[src/rtl/srdp_pkg.sv]
`default_nettype none
// ----------------------------------------------------------------------------
// srdp_pkg: shared types and constants of the stepper ramp divisor profile
// Field widths, register reset values, register indexes and action codes.
// ----------------------------------------------------------------------------
package srdp_pkg;

    // Widths of the configuration registers.
    localparam int TOTAL_STEPS_W = 24;
    localparam int START_DIV_W   = 12;
    localparam int MIN_DIV_W     = 12;
    localparam int ACCEL_DIST_W  = 16;
    localparam int ACCEL_STEP_W  = 10;

    // Configuration port.
    localparam int CFG_DATA_W  = 24;
    localparam int CFG_INDEX_W = 3;

    // Widths of the result fields.
    localparam int ACTION_W    = 2;
    localparam int DIVISOR_W   = 12;
    localparam int STEPS_REM_W = 24;

    // Register values after reset.
    localparam logic [TOTAL_STEPS_W-1:0] TOTAL_STEPS_RST    = 24'd204800;
    localparam logic [START_DIV_W-1:0]   START_DIVISOR_RST  = 12'd1024;
    localparam logic [MIN_DIV_W-1:0]     MIN_DIVISOR_RST    = 12'd256;
    localparam logic [ACCEL_DIST_W-1:0]  ACCEL_DISTANCE_RST = 16'd600;
    localparam logic [ACCEL_STEP_W-1:0]  ACCEL_STEP_RST     = 10'd32;

    // Register indexes on the configuration port.
    typedef enum logic [CFG_INDEX_W-1:0] {
        REG_TOTAL_STEPS    = 3'd0,
        REG_START_DIVISOR  = 3'd1,
        REG_MIN_DIVISOR    = 3'd2,
        REG_ACCEL_DISTANCE = 3'd3,
        REG_ACCEL_STEP     = 3'd4
    } cfg_index_t;

    // What the step clock should do after an item.
    typedef enum logic [ACTION_W-1:0] {
        ACT_NONE = 2'd0,
        ACT_LOAD = 2'd1,
        ACT_STOP = 2'd2
    } action_t;

endpackage
`default_nettype wire

[src/rtl/srdp_if.sv]
`default_nettype none
// ----------------------------------------------------------------------------
// srdp_if: item channels of the stepper ramp divisor profile
// Valid/ready channels for step events in and ramp results out.
// ----------------------------------------------------------------------------
interface srdp_step_if;
    logic valid;
    logic ready;
    logic step_edge;

    modport source (output valid, output step_edge, input ready);
    modport sink (input valid, input step_edge, output ready);
endinterface

interface srdp_result_if;
    logic                                valid;
    logic                                ready;
    srdp_pkg::action_t                   action;
    logic [srdp_pkg::DIVISOR_W-1:0]      divisor;
    logic [srdp_pkg::STEPS_REM_W-1:0]    steps_remaining;

    modport source (output valid, output action, output divisor,
                    output steps_remaining, input ready);
    modport sink (input valid, input action, input divisor,
                  input steps_remaining, output ready);
endinterface
`default_nettype wire

[src/rtl/stepper_ramp_divisor_profile_unit.sv]
`default_nettype none
// ----------------------------------------------------------------------------
// stepper_ramp_divisor_profile_unit: trapezoidal stepper ramp generator
// Turns step events into divisor loads and a stop request for a step clock.
// ----------------------------------------------------------------------------
// Each item on step_ch reports whether one step pulse happened. The unit
// counts steps done and steps left; far from the end of the move it lowers
// the clock divisor by accel_step every accel_distance steps while the new
// value stays above min_divisor, and near the end it raises it back towards
// start_divisor, which gives a trapezoidal speed profile. Once one or fewer
// steps remain, every pulse answers with a stop request. Every item gives
// exactly one result item with the action, the divisor and the steps left.
// The unit takes one item per clock cycle while results are taken. An
// accepted item sits in the input register, while compare-and-add logic
// works out the new move state; the state and the result register are
// loaded from there when the result register frees. A stalled result
// register holds the pipeline, while the input register still takes an
// item when it is empty. Any write on the configuration port to a valid
// register index restarts the move; writes belong in idle periods only.
// Indexes beyond the register list are ignored.
// ----------------------------------------------------------------------------
module stepper_ramp_divisor_profile_unit #(
    parameter int COUNT_WIDTH = 24,
    parameter int DIV_WIDTH   = 12
) (
    input  wire logic                                clk,
    input  wire logic                                rst_n,
    input  wire logic                                cfg_wr_en,
    input  wire logic [srdp_pkg::CFG_INDEX_W-1:0]    cfg_index,
    input  wire logic [srdp_pkg::CFG_DATA_W-1:0]     cfg_wdata,
    srdp_step_if.sink                                step_ch,
    srdp_result_if.source                            result_ch
);

    localparam int TotW     = srdp_pkg::TOTAL_STEPS_W;
    localparam int StartW   = srdp_pkg::START_DIV_W;
    localparam int MinW     = srdp_pkg::MIN_DIV_W;
    localparam int DistW    = srdp_pkg::ACCEL_DIST_W;
    localparam int AstepW   = srdp_pkg::ACCEL_STEP_W;
    localparam int DivOutW  = srdp_pkg::DIVISOR_W;
    localparam int RemOutW  = srdp_pkg::STEPS_REM_W;

    // Working widths wide enough for every operand of a compare.
    localparam int CntExtW  = (COUNT_WIDTH > TotW) ? COUNT_WIDTH : TotW;
    localparam int SumW     = ((COUNT_WIDTH > DistW) ? COUNT_WIDTH : DistW) + 1;
    localparam int DivExtW  = (DIV_WIDTH > StartW) ? DIV_WIDTH : StartW;
    localparam int DivArW   = DivExtW + 2;

    localparam logic [COUNT_WIDTH-1:0] CountMax    = {COUNT_WIDTH{1'b1}};
    localparam logic [CntExtW-1:0]     CountMaxExt = CntExtW'(CountMax);
    localparam logic [SumW-1:0]        CountMaxSum = SumW'(CountMax);
    localparam logic [DivArW-1:0]      DivMaxAr    = DivArW'({DIV_WIDTH{1'b1}});
    localparam logic [DivExtW-1:0]     DivMaxExt   = DivExtW'({DIV_WIDTH{1'b1}});

    function automatic logic [COUNT_WIDTH-1:0] sat_count(input logic [CntExtW-1:0] v);
        return COUNT_WIDTH'((v > CountMaxExt) ? CountMaxExt : v);
    endfunction

    function automatic logic [DIV_WIDTH-1:0] sat_div(input logic [DivExtW-1:0] v);
        return DIV_WIDTH'((v > DivMaxExt) ? DivMaxExt : v);
    endfunction

    // Configuration registers.
    logic [TotW-1:0]   total_reg,  total_next;
    logic [StartW-1:0] start_reg,  start_next;
    logic [MinW-1:0]   min_reg,    min_next;
    logic [DistW-1:0]  dist_reg,   dist_next;
    logic [AstepW-1:0] astep_reg,  astep_next;
    logic              restart;

    // Move state.
    logic [COUNT_WIDTH-1:0] steps_done_reg, steps_done_next;
    logic [COUNT_WIDTH-1:0] steps_left_reg, steps_left_next;
    logic [COUNT_WIDTH-1:0] brake_mark_reg, brake_mark_next;
    logic [DIV_WIDTH-1:0]   cur_div_reg,    cur_div_next;

    // Input register and result register.
    logic                    s1_valid_reg;
    logic                    s1_step_reg;
    logic                    res_valid_reg;
    srdp_pkg::action_t       res_action_reg;
    logic [DivOutW-1:0]      res_div_reg;
    logic [RemOutW-1:0]      res_left_reg;

    logic                    advance;
    logic                    step_move;
    srdp_pkg::action_t       action_next;

    // The result register frees when it is empty or its item is taken; the
    // input register moves on in that case and otherwise only takes an item
    // while it is empty.
    assign advance       = !res_valid_reg || result_ch.ready;
    assign step_ch.ready = !s1_valid_reg || advance;
    assign step_move     = s1_valid_reg && advance;

    // Register writes; a write to any listed index restarts the move.
    always_comb
    begin
        total_next = total_reg;
        start_next = start_reg;
        min_next   = min_reg;
        dist_next  = dist_reg;
        astep_next = astep_reg;
        restart    = 1'b0;
        if (cfg_wr_en)
        begin
            case (cfg_index)
                srdp_pkg::REG_TOTAL_STEPS:
                begin
                    total_next = TotW'(cfg_wdata);
                    restart    = 1'b1;
                end
                srdp_pkg::REG_START_DIVISOR:
                begin
                    start_next = StartW'(cfg_wdata);
                    restart    = 1'b1;
                end
                srdp_pkg::REG_MIN_DIVISOR:
                begin
                    min_next = MinW'(cfg_wdata);
                    restart  = 1'b1;
                end
                srdp_pkg::REG_ACCEL_DISTANCE:
                begin
                    dist_next = DistW'(cfg_wdata);
                    restart   = 1'b1;
                end
                srdp_pkg::REG_ACCEL_STEP:
                begin
                    astep_next = AstepW'(cfg_wdata);
                    restart    = 1'b1;
                end
                default:
                begin
                    restart = 1'b0;
                end
            endcase
        end
    end

    // Ramp step: one pass of compares and adds on the item in the input
    // register and the current move state.
    always_comb
    begin
        logic [COUNT_WIDTH-1:0] done_inc;
        logic [COUNT_WIDTH-1:0] left_dec;
        logic [SumW-1:0]        mark_sum;
        logic signed [DivArW-1:0] lowered;
        logic [DivArW-1:0]      raised;

        done_inc = (steps_done_reg == CountMax) ? steps_done_reg
                                                : steps_done_reg + COUNT_WIDTH'(1);
        left_dec = (steps_left_reg != '0) ? steps_left_reg - COUNT_WIDTH'(1)
                                          : steps_left_reg;
        mark_sum = SumW'(brake_mark_reg) + SumW'(dist_reg);
        lowered  = $signed(DivArW'(cur_div_reg)) - $signed(DivArW'(astep_reg));
        raised   = DivArW'(cur_div_reg) + DivArW'(astep_reg);

        steps_done_next = steps_done_reg;
        steps_left_next = steps_left_reg;
        brake_mark_next = brake_mark_reg;
        cur_div_next    = cur_div_reg;
        action_next     = srdp_pkg::ACT_NONE;

        if (restart)
        begin
            // The user must write only while no item is in flight; the block itself does not enforce this.
            steps_done_next = '0;
            brake_mark_next = '0;
            steps_left_next = sat_count(CntExtW'(total_next));
            cur_div_next    = sat_div(DivExtW'(start_next));
        end
        else if (s1_valid_reg && s1_step_reg)
        begin
            steps_done_next = done_inc;
            steps_left_next = left_dec;
            if (left_dec <= COUNT_WIDTH'(1))
            begin
                action_next = srdp_pkg::ACT_STOP;
            end
            else if (SumW'(left_dec) > mark_sum)
            begin
                // Speeding up: lower the divisor while it stays above the floor.
                if ((lowered > $signed(DivArW'(min_reg))) &&
                    (mark_sum <= SumW'(done_inc)))
                begin
                    brake_mark_next = COUNT_WIDTH'((mark_sum > CountMaxSum) ? CountMaxSum
                                                                             : mark_sum);
                    cur_div_next    = DIV_WIDTH'(lowered);
                    action_next     = srdp_pkg::ACT_LOAD;
                end
            end
            else
            begin
                // Slowing down: climb back towards the start divisor.
                if ((DivExtW'(cur_div_reg) < DivExtW'(start_reg)) &&
                    (brake_mark_reg >= left_dec))
                begin
                    brake_mark_next = (SumW'(brake_mark_reg) > SumW'(dist_reg))
                                    ? COUNT_WIDTH'(SumW'(brake_mark_reg) - SumW'(dist_reg))
                                    : '0;
                    cur_div_next    = DIV_WIDTH'((raised > DivMaxAr) ? DivMaxAr : raised);
                    action_next     = srdp_pkg::ACT_LOAD;
                end
            end
        end
    end

    always_ff @(posedge clk or negedge rst_n)
    begin
        if (!rst_n)
        begin
            total_reg      <= srdp_pkg::TOTAL_STEPS_RST;
            start_reg      <= srdp_pkg::START_DIVISOR_RST;
            min_reg        <= srdp_pkg::MIN_DIVISOR_RST;
            dist_reg       <= srdp_pkg::ACCEL_DISTANCE_RST;
            astep_reg      <= srdp_pkg::ACCEL_STEP_RST;
            steps_done_reg <= '0;
            brake_mark_reg <= '0;
            steps_left_reg <= sat_count(CntExtW'(srdp_pkg::TOTAL_STEPS_RST));
            cur_div_reg    <= sat_div(DivExtW'(srdp_pkg::START_DIVISOR_RST));
            s1_valid_reg   <= 1'b0;
            res_valid_reg  <= 1'b0;
        end
        else
        begin
            total_reg <= total_next;
            start_reg <= start_next;
            min_reg   <= min_next;
            dist_reg  <= dist_next;
            astep_reg <= astep_next;
            if (restart || step_move)
            begin
                steps_done_reg <= steps_done_next;
                steps_left_reg <= steps_left_next;
                brake_mark_reg <= brake_mark_next;
                cur_div_reg    <= cur_div_next;
            end
            if (step_ch.ready)
            begin
                s1_valid_reg <= step_ch.valid;
            end
            if (advance)
            begin
                res_valid_reg <= s1_valid_reg;
            end
        end
    end

    // Payload registers carry no reset.
    always_ff @(posedge clk)
    begin
        if (step_ch.ready && step_ch.valid)
        begin
            s1_step_reg <= step_ch.step_edge;
        end
        if (step_move)
        begin
            res_action_reg <= action_next;
            res_div_reg    <= DivOutW'(cur_div_next);
            res_left_reg   <= RemOutW'(steps_left_next);
        end
    end

    assign result_ch.valid           = res_valid_reg;
    assign result_ch.action          = res_action_reg;
    assign result_ch.divisor         = res_div_reg;
    assign result_ch.steps_remaining = res_left_reg;

    // An item without a step pulse leaves the move untouched.
    a_idle_item_keeps_state: assert property (@(posedge clk) disable iff (!rst_n)
        (step_move && !s1_step_reg && !cfg_wr_en)
        |=> ($stable(cur_div_reg) && $stable(steps_left_reg) && $stable(brake_mark_reg)))
        else $error("idle item changed the move state");

    // A divisor change made by an item is reported as a load.
    a_div_change_is_load: assert property (@(posedge clk) disable iff (!rst_n)
        (step_move && !restart && (cur_div_next != cur_div_reg))
        |=> (res_action_reg == srdp_pkg::ACT_LOAD))
        else $error("divisor changed without a load result");

    // Steps left only grow through a restart.
    a_steps_left_no_rise: assert property (@(posedge clk) disable iff (!rst_n)
        !restart |=> (steps_left_reg <= $past(steps_left_reg)))
        else $error("steps left grew without a restart");

    // With both registers full and the result stalled no item may enter.
    a_full_stall_blocks: assert property (@(posedge clk) disable iff (!rst_n)
        (res_valid_reg && !result_ch.ready && s1_valid_reg) |-> !step_ch.ready)
        else $error("item accepted into a full stalled pipeline");

endmodule
`default_nettype wire
[src/flat_wrapper.sv]
// flat-port wrapper written by rule: the top's interface ports become plain ports
module stepper_ramp_divisor_profile_unit_flat 
#(
    parameter int COUNT_WIDTH = 24,
    parameter int DIV_WIDTH   = 12
)
  (clk, rst_n, cfg_wr_en, cfg_index, cfg_wdata, step_ch_valid, step_ch_step_edge, step_ch_ready, result_ch_valid, result_ch_action, result_ch_divisor, result_ch_steps_remaining, result_ch_ready);
  srdp_step_if step_ch_i ();
  srdp_result_if result_ch_i ();
  input  wire logic clk;
  input  wire logic rst_n;
  input  wire logic cfg_wr_en;
  input  wire logic [srdp_pkg::CFG_INDEX_W-1:0] cfg_index;
  input  wire logic [srdp_pkg::CFG_DATA_W-1:0] cfg_wdata;
  input wire logic [$bits(step_ch_i.valid)-1:0] step_ch_valid;
  input wire logic [$bits(step_ch_i.step_edge)-1:0] step_ch_step_edge;
  output wire logic [$bits(step_ch_i.ready)-1:0] step_ch_ready;
  output wire logic [$bits(result_ch_i.valid)-1:0] result_ch_valid;
  output wire logic [$bits(result_ch_i.action)-1:0] result_ch_action;
  output wire logic [$bits(result_ch_i.divisor)-1:0] result_ch_divisor;
  output wire logic [$bits(result_ch_i.steps_remaining)-1:0] result_ch_steps_remaining;
  input wire logic [$bits(result_ch_i.ready)-1:0] result_ch_ready;
  assign step_ch_i.valid = step_ch_valid;
  assign step_ch_i.step_edge = step_ch_step_edge;
  assign step_ch_ready = step_ch_i.ready;
  assign result_ch_valid = result_ch_i.valid;
  assign result_ch_action = result_ch_i.action;
  assign result_ch_divisor = result_ch_i.divisor;
  assign result_ch_steps_remaining = result_ch_i.steps_remaining;
  assign result_ch_i.ready = result_ch_ready;
  stepper_ramp_divisor_profile_unit #(.COUNT_WIDTH(COUNT_WIDTH), .DIV_WIDTH(DIV_WIDTH)) u_core (.clk(clk), .rst_n(rst_n), .cfg_wr_en(cfg_wr_en), .cfg_index(cfg_index), .cfg_wdata(cfg_wdata), .step_ch(step_ch_i), .result_ch(result_ch_i));
endmodule
[config.mk]
export PLATFORM = sky130hd
export DESIGN_NAME = stepper_ramp_divisor_profile_unit_flat
export DESIGN_NICKNAME = d
export VERILOG_FILES = /design/src/rtl/srdp_pkg.sv /design/src/rtl/srdp_if.sv /design/src/rtl/stepper_ramp_divisor_profile_unit.sv /design/src/flat_wrapper.sv
export SDC_FILE = /design/constraint.sdc
export NUM_CORES = 1
export LEC_CHECK = 0
export ABC_CLOCK_PERIOD_IN_PS = 11070
export BUFFER_PORTS_ARGS = -buffer_cell sky130_fd_sc_hd__buf_4
export CAP_MARGIN = 20
export CORE_ASPECT_RATIO = 2
export CORE_MARGIN = 3
export CORE_UTILIZATION = 51
export CTS_BUF_LIST = sky130_fd_sc_hd__clkbuf_8
export CTS_CLUSTER_SIZE = 12
export DETAILED_ROUTE_END_ITERATION = 12
export GPL_TIMING_DRIVEN = 1
export PLACE_DENSITY = 0.7
export SETUP_SLACK_MARGIN = 0.5
export SYNTH_ARGS = -nofsm -noshare
export SYNTH_HDL_FRONTEND = slang
export SYNTH_SLANG_ARGS = --single-unit
[constraint.sdc]
create_clock -name clk -period 11.07 [get_ports clk]
set_input_delay 1.107 -clock clk [delete_from_list [all_inputs] [get_ports clk]]
set_output_delay 1.107 -clock clk [all_outputs]
set_load 0.05 [all_outputs]
## After elaboration in Yosys (flattened, before gate mapping)

Index checks and enable logic that the tools add are counted.
W data, S select, Z words.

| operators by class | value |
|---|---|
| $add $sub $neg | 6 |
| multiply operators | 0 |
| divide/modulo/power cells | 0 |
| $lt $le $gt $ge | 11 |
| eq/ne operators | 7 |
| shift-type cells | 0 |
| mux-type cells | 33 |
| bitwise gates (word level) | 1 |
| reductions and logical operators | 22 |

Operator list:

| cell | count |
|---|---|
| $mux W24 | 17 |
| $mux W12 | 10 |
| $add A24 B16 Y25 | 1 |
| $gt A24 B25 Y1 | 1 |
| $gt A25 B24 Y1 const B | 1 |
| $le A25 B24 Y1 | 1 |
| $add A24 B1 Y24 const B | 1 |
| $eq A24 B24 Y1 const B | 1 |
| $ge A24 B24 Y1 | 1 |
| $gt A24 B16 Y1 | 1 |
| $gt A24 B24 Y1 const B | 1 |
| $le A24 B1 Y1 const B | 1 |
| $reduce_bool A24 Y1 | 1 |
| $sub A24 B1 Y24 const B | 1 |
| $sub A24 B16 Y24 | 1 |
| $gt A14 B13 Y1 | 1 |
| $add A12 B10 Y13 | 1 |
| $gt A13 B12 Y1 const B | 1 |
| $sub A12 B10 Y13 | 1 |
| $gt A12 B12 Y1 const B | 1 |
| $lt A12 B12 Y1 | 1 |
| $reduce_and A2 Y1 | 4 |
| $eq A3 B2 Y1 const B | 2 |
| $logic_and A1 B1 Y1 | 5 |
| other kinds (16) | 23 |

| storage, ports and cells | value |
|---|---|
| register bits after elaboration | 199 |
| bits in latches | 0 |
| memory bits (writable) | 0 |
| memory bits (read-only) | 0 |
| input bits | 33 |
| output and inout bits | 40 |
| word-level logic and storage cells | 96 |
| memories kept | 0 |

## Longest topological paths before layout

| logic depth | value |
|---|---|
| word-level depth | 9 |
| depth in mapped cells | 25 |
| mapped depth without buffers | 21 |

## Worst setup path after synthesis

No wires, ideal clock.

| timing path | value |
|---|---|
| path kind | flip-flop to flip-flop |
| start | reg u_core.dist_reg[4] |
| end | reg u_core.res_div_reg[6] (netlist: u_core.result_ch.divisor[6]) (data pin) |
| setup time | 0.269 ns |
| data arrival time | 5.306 ns |
| data required time | 10.801 ns |
| slack | 5.495 ns |
| stages on the path, launching flop included | 25 |
| buffers on the path | 3 |
| period minus slack after synthesis | 5.575 ns |
| path through | dfstp_2 inv_1 ha_1 clkbuf_1 nor2b_1 or3_1 o211a_1 o211ai_1 a21oi_1 o21ai_0 or2_2 xnor2_1 inv_1 ha_1 nand3_1 nor4_1 o311ai_0 a31oi_1 nand3_1 nor4_1 buf_2 o21ai_1 buf_2 a31oi_1 o31ai_1 |

| between the ends | value |
|---|---|
| longest elaborated chain between the ends | 8 |
| elaborated cells between the ends (all ways) | 9 |
| those cells by class | add/sub: 1; order compare: 2; mux: 5; reduce/logical: 1 |

Ends and longest elaborated chain:

| item | line | RTL |
|---|---|---|
| start: declaration | stepper_ramp_divisor_profile_unit.sv:67 | `logic [DistW-1:0] dist_reg, dist_next;` |
| start signal: assignment | stepper_ramp_divisor_profile_unit.sv:216 | `dist_reg <= srdp_pkg::ACCEL_DISTANCE_RST;` |
| start signal: assignment | stepper_ramp_divisor_profile_unit.sv:230 | `dist_reg <= dist_next;` |
| $add A24 B16 Y25 * | stepper_ramp_divisor_profile_unit.sv:155 | `mark_sum = SumW'(brake_mark_reg) + SumW'(dist_reg);` |
| $le A25 B24 Y1 | stepper_ramp_divisor_profile_unit.sv:185 | `(mark_sum <= SumW'(done_inc)))` |
| $logic_and A1 B1 Y1 | stepper_ramp_divisor_profile_unit.sv:184 | `if ((lowered > $signed(DivArW'(min_reg))) &&` |
| $mux W12 | stepper_ramp_divisor_profile_unit.sv:184 |  |
| $mux W12 * | stepper_ramp_divisor_profile_unit.sv:181 | `else if (SumW'(left_dec) > mark_sum)` |
| $mux W12 * | stepper_ramp_divisor_profile_unit.sv:177 | `if (left_dec <= COUNT_WIDTH'(1))` |
| $mux W12 * | stepper_ramp_divisor_profile_unit.sv:173 | `else if (s1_valid_reg && s1_step_reg)` |
| $mux W12 * | stepper_ramp_divisor_profile_unit.sv:165 | `if (restart)` |
| via u_core.cur_div_next[6] | stepper_ramp_divisor_profile_unit.sv:75 | `logic [DIV_WIDTH-1:0] cur_div_reg, cur_div_next;` |
| end signal: assignment | stepper_ramp_divisor_profile_unit.sv:260 | `res_div_reg <= DivOutW'(cur_div_next);` |
| end: declaration | stepper_ramp_divisor_profile_unit.sv:82 | `logic [DivOutW-1:0] res_div_reg;` |

The timed path passes the listed nets; every way through them passes the cells marked *.
A chain may end at the register's enable or synchronous reset.

## Worst setup path in the final report

| timing path | value |
|---|---|
| start | reg u_core.brake_mark_reg[2] |
| end | reg u_core.brake_mark_reg[7] |

| between the ends | value |
|---|---|
| longest elaborated chain between the ends | 8 |
| elaborated cells between the ends (all ways) | 20 |
| those cells by class | add/sub: 2; order compare: 5; eq/ne: 1; mux: 8; reduce/logical: 4 |

Ends and longest elaborated chain:

| item | line | RTL |
|---|---|---|
| start: declaration | stepper_ramp_divisor_profile_unit.sv:74 | `logic [COUNT_WIDTH-1:0] brake_mark_reg, brake_mark_next;` |
| start signal: assignment | stepper_ramp_divisor_profile_unit.sv:236 | `brake_mark_reg <= brake_mark_next;` |
| $add A24 B16 Y25 | stepper_ramp_divisor_profile_unit.sv:155 |  |
| $gt A25 B24 Y1 | stepper_ramp_divisor_profile_unit.sv:187 | `brake_mark_next = COUNT_WIDTH'((mark_sum > CountMaxSum) ? CountMaxSum` |
| $mux W24 | stepper_ramp_divisor_profile_unit.sv:187 |  |
| $mux W24 | stepper_ramp_divisor_profile_unit.sv:184 |  |
| $mux W24 | stepper_ramp_divisor_profile_unit.sv:181 |  |
| $mux W24 | stepper_ramp_divisor_profile_unit.sv:177 |  |
| $mux W24 | stepper_ramp_divisor_profile_unit.sv:173 |  |
| $mux W24 | stepper_ramp_divisor_profile_unit.sv:165 |  |

Several ways; a longest one is shown, not always the timed one. The select of a mux whose other input is x is not followed.

==> flow_summary_export.csv <==
group,metric,value,unit
synth,syn_inst,1754,
pwr,finalPower,3.13,mW
job,maxCapViolations,0,
route,top_layer,"met4",
timing,setup_viol,0,
grt,grt_util_all_layers,0.328,
cts,postCtsSetupBuffers,0,
timing,drv_slew,0,
setup_path,start_kind,"flip-flop",
grt,grt_pass1_vias,13500,
run_status,status,"finished, final reports clean",
cts,ctsHoldBuffers,0,
setup_path,path_cells,"ha_1 > o21bai_1 > a2111oi_0 > o31ai_2 > a21o_1 > a21oi_1 > nor2_1 > xor2_1 > inv_1 > ha_1 > nand4_1 > nor4_1 > o311ai_0 > a31oi_1 > nand3_1 > nor4_2 > buf_4 > o211ai_2 > nor2_2 > a22o_1",
grt,grt_overflow,0,
timing,grt_setup_unrepaired,"false",
pwr,cellPowerDensity,188,nW/um^2
synth,synth_area_per_cell,8.78,sq um
floorplanning,rows,89,
setup_path,critical-path-top-delay-family,"compound AO/OA/AOI/OAI gates",
final_layout,fin_nets,1960,
route,wl_met2,28000,microns
final_layout,drive_gt1_frac,0.133,
cts,htreeDepth,4,
cts,ctsResizeCount,0,
timing,fmax,135,MHz
synth,ys_types,83,
placed_design,place.gp.congestion,1.03,
setup_path,worstPathRequired,11550,ps
synth,synthTopCellsByCount,"149 x a21oi_1, 149 x ha_1, 146 x dfrtp_1, 146 x nand2_1, 146 x nor2_1",
route,wl_per_cell,24.5,microns
synth,synth_simple_gate_area_frac,0.176,
grt,grt_pass1_wl,79300,microns
setup_path,path_buf_inv,2,
synth,synth-main-ff-cell,"dfrtp_1",
grt,grt_max_degree,78,
placed_design,io_buffers,72,
cts,numCtsBuffers,17,
timing,worstMarginPinSlew,1040,ps
setup_path,end_kind,"flip-flop",
placed_design,dp_cells,2116,
route,drt.antenna.violating_nets,0,
timing,fin_ws,3670,ps
synth,synth_compound_area_frac,0.175,
route,drtPass1Iterations,5,
synth,yosysSeqAreaShare,0.337,
setup_path,crit_fanout,21,
placed_design,pre_cts_slack,3980,ps
final_layout,post-route-util,0.563,
floorplanning,fp.dieArea,32400,sq um
synth,syn-cell-area,15400,sq um
final_layout,stdcell_count,2152,
timing,final_hold_viol_count,0,
cts,cts_tree,"yes",
route,finalWirelength,52800,microns
synth,synth_edf_count,39,
floorplanning,die_w,129,microns
cts,ctsRootBufferMaster,"clkbuf_8",
timing,min_period,7400,ps
synth,yosys-mux-area-fraction,0.0454,
final_layout,n_fill_cell,2740,
synth,synth_top_family_by_area,"simple AND/OR/NAND/NOR gates",
floorplanning,fp.dieH,252,microns
setup_path,cpMostUsedCell,"ha_1",
floorplanning,start_util,0.520,
cts,cts_sinks,199,
route,vias,13300,
placed_design,dp_hpwl,41300,microns
setup_path,slowest_stage,"nor2_2",
setup_path,critical_path_class,"flip-flop to flip-flop",
grt,antenna_found_initial,1,
timing,fin_skew,19.2,ps
route,drcViolationCount,0,
setup_path,worstPathArrival,7870,ps
cts,clock_path_buffers,2,
floorplanning,core,29600,sq um
synth,synth.top_cells.by_area,"dfrtp_1 24%, ha_1 12%, edfxtp_1 7.6%",
route,drt_iter0_drc,919,
synth,synth_nets,1940,
cts,worstSkewPairLatency,550,ps
synth,async_reset_ff_frac,0.804,
worst_hold_path,hold_path.class,"flip-flop to flip-flop",
setup_path,max_stage_delay,920,ps
synth,synthAdderAreaFrac,0.126,
timing,setup_tns,0,ps
cts,path_clk_slew,130,ps
timing,max_slew_margin,0.305,
final_layout,syn_to_final_growth,8.24,%
timing,post-route-period-util,0.668,
floorplanning,ios,73,
synth,synthDominantCellAreaShare,0.237,
route,dr_wl_met3,2150,microns
synth,synth_xor_area_frac,0.0802,
synth,ys_seq_elements,199,
pwr,p_leak,7.22,nW
synth,yosysWarnings,0,
pwr,irDropWorstVdd,111,uV
route,via_per_inst,6.18,
route,wirelength_met1,17900,microns
synth,synth_top_area_cell,"dfrtp_1",
## final timing paths
| path | startpoint | endpoint | slack (ps) | depth (start not counted) |
|---|---|---|---|---|
| min reg2reg | u_core.total_reg[6]$_DFF_PN0_ | u_core.total_reg[6]$_DFF_PN0_ | 490 | 2 |
| min | u_core.total_reg[6]$_DFF_PN0_ | u_core.total_reg[6]$_DFF_PN0_ | 490 | 2 |
| min in group asynchronous | rst_n | u_core.steps_done_reg[12]$_DFFE_PN0P_ | 560 | 1 |
| max in group asynchronous | rst_n | u_core.steps_left_reg[5]$_DFFE_PN0P_ | 8710 | 3 |
| max reg2reg | u_core.brake_mark_reg[2]$_DFFE_PN0P_ | u_core.brake_mark_reg[7]$_DFFE_PN0P_ | 3670 | 20 |
| max | u_core.brake_mark_reg[2]$_DFFE_PN0P_ | u_core.brake_mark_reg[7]$_DFFE_PN0P_ | 3670 | 20 |
## cells by family (layout without fill, tap and decap cells)
| group | count (synthesis) | after routing |
|---|---|---|
| other cells | 0 | 1 |
| fa+ha+maj | 153 | 153 |
| flops | 199 | 199 |
| compound gates | 428 | 428 |
| mux | 64 | 64 |
| buf+inv | 227 | 260 |
| simple gates | 542 | 542 |
| xor+xnor | 141 | 141 |
## routing by layer
metal | track usage | up-vias
met4 | 0.242 | 0
li1 | - | 6219
met1 | 0.333 | 6418
met5 | 0 | -
met2 | 0.595 | 494
met3 | 0.0443 | 177
## layout make-up
class | instances | area (sq um) | share of cell area
well taps | 364 | 455 | 0.0273
flip-flops and latches | 199 | 5190 | 0.312
multi-input cells | 1328 | 9330 | 0.560
clock inverters | 15 | 226 | 0.0136
diodes | 1 | 2.50 | 0.000150
inverters | 133 | 499 | 0.0300
repair buffers | 95 | 721 | 0.0432
clock buffers | 17 | 234 | 0.0140
## cell usage in the layout, fill, tap and decap left out, drive strengths merged, types with 10 or more instances in the layout
cell type and count:
xor2 62, and3 12, nand4 24, o21ai 103, o211ai 12, or2 21, or3 11, edfxtp 39
a21o 18, dfstp 14, nor2b 13, mux2i 17, xnor2 79, and2 15, o21a 13, nor2 147
inv 140, ha 149, mux2 47, a31oi 10, dfrtp 146, nand3 44, nand2 146, buf 95
a22o 11, a211oi 12, a21oi 150, o21bai 13, nand2b 20, nor4 20, nor3 38, clkbuf 17
## power breakdown
group          internal, mW  total (mW)  switching [mW]  leakage, nW
sequential            0.886        1.03           0.146         2.35
clock                 0.186       0.538           0.352        0.221
combinational         0.585        1.55           0.970         4.64
total                  1.66        3.13            1.47         7.22
## through the flow
stage / hold WS [ps] / area, sq um
2_1_floorplan: 442 / 15400
3_3_place_gp: 462 / 16200
3_5_place_dp: 466 / 16200
4_1_cts: 493 / 16600
5_1_grt: 515 / 16700
6_report: 492 / 16700
## worst register-to-register path, cell delays in order (launching register included)
cell	delay (ps)
dfrtp_1	440
ha_1	490
o21bai_1	180
a2111oi_0	650
o31ai_2	230
a21o_1	230
a21oi_1	530
nor2_1	150
xor2_1	220
inv_1	90
ha_1	300
nand4_1	120
nor4_1	600
o311ai_0	280
a31oi_1	460
nand3_1	250
nor4_2	250
buf_4	300
o211ai_2	380
nor2_2	930
a22o_1	260
No activity file was read; power rests on OpenSTA's default activity.
